**src/sv/point_cloud_normal_estimator_defines.svh**
```systemverilog
// Assertion macros shared by the normal estimator RTL.
`ifndef POINT_CLOUD_NORMAL_ESTIMATOR_DEFINES_SVH
`define POINT_CLOUD_NORMAL_ESTIMATOR_DEFINES_SVH

// Same-cycle implication, disabled during reset.
`define PCNE_ASSERT_IMP(label, clk, rst, ante, cons, msg) \
   label: assert property (@(posedge clk) disable iff (rst) (ante) |-> (cons)) \
      else $error(msg);

// Next-cycle implication, disabled during reset.
`define PCNE_ASSERT_NXT(label, clk, rst, ante, cons, msg) \
   label: assert property (@(posedge clk) disable iff (rst) (ante) |=> (cons)) \
      else $error(msg);

`endif

```
**src/sv/pcne_ram.sv**
```systemverilog
// Generic simple dual-port RAM with registered read.
`default_nettype none

module pcne_ram #(
   parameter int WIDTH = 8,
   parameter int DEPTH = 16
) (
   input  wire logic                     clock,
   input  wire logic                     we,
   input  wire logic [$clog2(DEPTH)-1:0] waddr,
   input  wire logic [WIDTH-1:0]         wdata,
   input  wire logic [$clog2(DEPTH)-1:0] raddr,
   output logic      [WIDTH-1:0]         rdata
);

   logic [WIDTH-1:0] mem [DEPTH];

   always_ff @(posedge clock) begin
      if (we) begin
         mem[waddr] <= wdata;
      end
      rdata <= mem[raddr];
   end

endmodule

`default_nettype wire

```
**config.mk**
```make
export PLATFORM = sky130hd
export DESIGN_NAME = pcne_ram
export DESIGN_NICKNAME = d
export VERILOG_FILES = /design/src/sv/point_cloud_normal_estimator_defines.svh /design/src/sv/pcne_ram.sv
export SDC_FILE = /design/constraint.sdc
export NUM_CORES = 1
export LEC_CHECK = 0
export ABC_AREA = 1
export BUFFER_PORTS_ARGS = -buffer_cell sky130_fd_sc_hd__buf_2
export CAP_MARGIN = 15
export CORE_ASPECT_RATIO = 1.4
export CORE_UTILIZATION = 55
export DETAILED_ROUTE_END_ITERATION = 7
export PLACE_DENSITY = 0.84
export SYNTH_ARGS = -nofsm -noshare
export SYNTH_HDL_FRONTEND = slang
export SYNTH_SLANG_ARGS = --single-unit
```
**constraint.sdc**
```tcl
create_clock -name clock -period 1.4 [get_ports clock]
set_input_delay 0.21 -clock clock [delete_from_list [all_inputs] [get_ports clock]]
set_output_delay 0.21 -clock clock [all_outputs]
set_load 0.01 [all_outputs]
```
== Word-level counts from Yosys, hierarchy flattened ==
Memories as Yosys holds them, arrays and structs flattened. A register that Yosys moved wholly into a read port is not among the register bits.
Index checks and enable logic that the tools add are counted.

* Mux-type cells: 2

{| class="wikitable"
|+ Operators by type and width
! kind !! number
|-
| $mux W1 || 2
|}

* Memory bits (writable): 128
* Input port bits: 18
* Output and inout port bits: 8
* Memories: 1
* Flip-flop bits (word level): 0

{| class="wikitable"
|+ Memories
! name !! words !! width !! rd ports !! clocked after Yosys merged registers in !! wr ports !! RTL line !! text
|-
| mem || 16 || 8 || 1 || 1 || 1 || pcne_ram.sv:16 || <nowiki>logic [WIDTH-1:0] mem [DEPTH];</nowiki>
|}

== Longest topological paths before layout ==
* Depth in word-level cells: 2
* Gate-level depth with buffers: 8
* Depth with buffers taken out: 7

== Worst setup path before layout ==
Ideal clock, no wire load.

* Kind: input to register
* Start: input waddr[2]
* End: memory mem[10][0], enable pin
* Arrival: 791 ps
* Stages on the path: 2
* Setup slack: 239 ps
* Buffers on the path: 0
* Path through: nand3b_1 > nor2_1

{| class="wikitable"
|+ RTL lines
! element !! RTL line !! text
|-
| start, declared || pcne_ram.sv:10 || <nowiki>input wire logic [$clog2(DEPTH)-1:0] waddr,</nowiki>
|-
| end, declared || pcne_ram.sv:16 ||
|}

No word-level cell before the write port.

== Worst setup path in the final report ==
* Start: register rdata[6], read port of mem
* End: output rdata[6]

{| class="wikitable"
|+ RTL lines
! element !! RTL line !! text
|-
| start, declared || pcne_ram.sv:13 || <nowiki>output logic [WIDTH-1:0] rdata</nowiki>
|}

No word-level cell between the ends.

==> results.yml <==
outcome:
  outcome: "finished, final reports clean"
sta:
  fmax_ghz: 0.901
  timing_hold_violations_final: 0
  post-route-period-util_pct: 79.3
  finalWorstPathRequiredPeriod_ns: 1.11
  finalSetupTns_ns: 0
  final.setup_skew_ns: 0.00689
  worst_pin_slew_ns: 0.381
  timing.slew.headroom_pct: 74.6
  total_setup_violations_reported_at_the_end_of_the_flow: 0
  final_max_slew_viol_count: 0
  grt_setup_unrepaired: "no"
synth:
  yosys_warnings: 0
  synth.cell_area_sq_um: 5770
  ys_ff_latch: 136
  synth.lib_cells_used.distinct: 12
  yosysTopAreaCell: "sky130_fd_sc_hd__edfxtp_1"
  netlist_instances: 551
  synth_area_per_cell_sq_um: 10.5
  seq_area_frac_synth_pct: 69.4
  post-synth-top-area-fraction_pct: 66.7
  netlist_top_cells_area: "sky130_fd_sc_hd__edfxtp_1, sky130_fd_sc_hd__nand2_1, sky130_fd_sc_hd__nand3_1"
  synth.net_count: 569
setup_path:
  timing.critical_path.fanout_max: 1
  timing.critical_path.slowest_cell_delay_ns: 0.34
  worstPathRequired_ns: 1.19
  setup.worst_path.end_class: "primary output"
  worst_ep_arrival_time_ns: 0.90
  critical_path.n_buffers_inverters: 1
  crit_family: "flip-flops"
  critPathKind: "register to primary output"
  slowest_stage: "sky130_fd_sc_hd__dfxtp_1"
  crit_chain: "buf_2"
  startpoint_type: "register"
layout:
  layout_filler_cell_count: 678
  layout.core_utilization_pct: 67.2
  fin_nets: 613
  syn_to_final_growth_pct: 17.2
  multi_input_area_sq_um: 1210
  layout-drive-gt1-share_pct: 13.0
  antenna-diode-count: 0
  ff_latch_area_sq_um: 4000
global_routing:
  pin_count_of_the_biggest_net_entering_global_routing: 65
  global_route_usage_over_all_layers_pct: 26.4
  grt_antenna_before_repair: 0
  grt_overflow_total: 0
  first_global_vias: 3889
  grt_pass1_wl_mm: 19.8
clock_tree:
  clk_pin_slew_worst_paths_ns: 0.06
  cts_post_setup_buffers_inserted: 0
  cts_hold_buf: 0
  tritoncts: "done"
  clk_path_buf_depth: 2
  cts.repair.resized: 0
  cts_root_buf: "sky130_fd_sc_hd__clkbuf_16"
  cts.htree.levels: 4
  insertion_delay_ns: 0.42
  cts.sinks: 136
  cts_buffers: 17
pwr:
  seqPwrFrac_pct: 45.5
  fraction_of_power_consumed_by_the_clock_network_pct: 48.8
  power.ir.vdd_worst_mv: 1.06
  cellInternalPower_mw: 8.05
  power_frac_comb_pct: 5.7
  leakage_nw: 2.97
  switching_share_pct: 20.0
  power_density_nw_per_um2: 1490
  power.switching_mw: 2.01
route:
  drt-wirelength-per-cell_um: 17.1
  drt_first_iter_violations: 490
  avgViaCountPerCell: 5.30
  drcViolationCount: 0
  vias: 3941
  antenna_left: 0
  detail_route.first_pass.iterations: 5
  drt-total-wl_mm: 12.7
die:
  floorplan.die.width_um: 88.5
  initial_core_util_pct: 57.3
  fp.dieArea_sq_um: 10900
  io_pins: 26
  rows: 43
  dieHeight_um: 123
  floorplan.core_area_sq_um: 10100
run:
  drv_cap: 0
placement:
  portBuffers: 25
  globalplace.congestion: 0.891
  detailed_place_hpwl_mm: 7.83
min_path:
  hp-class: "input port to register"
synthesized netlist by cell type:
master,instances
sky130_fd_sc_hd__nand2_1,173
sky130_fd_sc_hd__buf_6,6
sky130_fd_sc_hd__nand3_1,97
sky130_fd_sc_hd__buf_1,1
sky130_fd_sc_hd__dfxtp_1,8
sky130_fd_sc_hd__nand3b_1,2
sky130_fd_sc_hd__edfxtp_1,128
sky130_fd_sc_hd__buf_2,13
sky130_fd_sc_hd__inv_2,2
sky130_fd_sc_hd__nor2_1,17
sky130_fd_sc_hd__inv_1,100
sky130_fd_sc_hd__buf_4,4
tightest hold or removal path: stages:
cell and delay [ns]:
sky130_fd_sc_hd__buf_2 0.18, sky130_fd_sc_hd__nand3_1 0.11, sky130_fd_sc_hd__nand2_1 0.04
per-stage QoR:
stage / power, mW / worst slack, ns / instance area, sq um / hold slack, ns / cells
after floorplan: 4.99 / 0.239 / 5770 / 0.309 / 551
after global placement: 5.20 / 0.139 / 6100 / 0.585 / 711
after detailed placement: 5.22 / 0.102 / 6100 / 0.602 / 711
after CTS: 10.1 / 0.265 / 6760 / 0.154 / 743
after global routing: 10.3 / 0.255 / 6760 / 0.160 / 743
final: 10.1 / 0.290 / 6760 / 0.173 / 743
cells by family after synthesis:
kind of cell	after synthesis	synth area share, %
flip-flops	136	69.4
buffers and inverters	126	9.52
AND/OR/NAND/NOR	289	21.0
cells in the final DEF, fill, tap and decap left out, drive strengths merged:
master / n
bufinv: 6
nor2: 17
buf: 49
clkbuf: 19
inv: 102
clkinv: 6
dfxtp: 8
nand3: 97
nand3b: 2
edfxtp: 128
nand2: 173
clkinvlp: 1
state kept, by name, summed over array words and instances (netlist names):
name,flops
mem,128
rdata,8
cell type report:
| type | count | area share (%) |
|---|---|---|
| Clock inverter | 13 | 3.35 |
| Tap cell | 135 | 2.50 |
| Sequential cell | 136 | 59.2 |
| Clock buffer | 19 | 6.41 |
| Inverter | 102 | 5.66 |
| Timing Repair Buffer | 49 | 4.89 |
| Multi-Input combinational cell | 289 | 18.0 |
layer usage:
metal	GRT usage, %	vias up	part of all wire (%)
li1	-	1862	-
met1	28.9	1824	35
met2	44.6	214	54
met3	7.88	41	7.2
met4	16.3	0	4.5
met5	0	-	0
worst paths after layout:
path / start / to / slack (ns) / cells after the start
max: rdata[6]$_DFF_P_ / rdata[6] / 0.29 / 1
max reg2reg: mem[1][0]$_DFFE_PP_ / rdata[0]$_DFF_P_ / 0.40 / 6
min reg2reg: mem[2][6]$_DFFE_PP_ / rdata[6]$_DFF_P_ / 0.66 / 6
min: raddr[3] / rdata[2]$_DFF_P_ / 0.17 / 3
power by group through the flow:
stage | combinational, mW | clock, mW | sequential (mW)
3_5_place_dp | 0.556 | 0 | 4.66
3_3_place_gp | 0.535 | 0 | 4.66
2_1_floorplan | 0.321 | 0 | 4.67
6_report | 0.569 | 4.91 | 4.58
5_1_grt | 0.626 | 5.11 | 4.59
4_1_cts | 0.566 | 4.96 | 4.58
No activity file was read; power rests on OpenSTA's default activity.
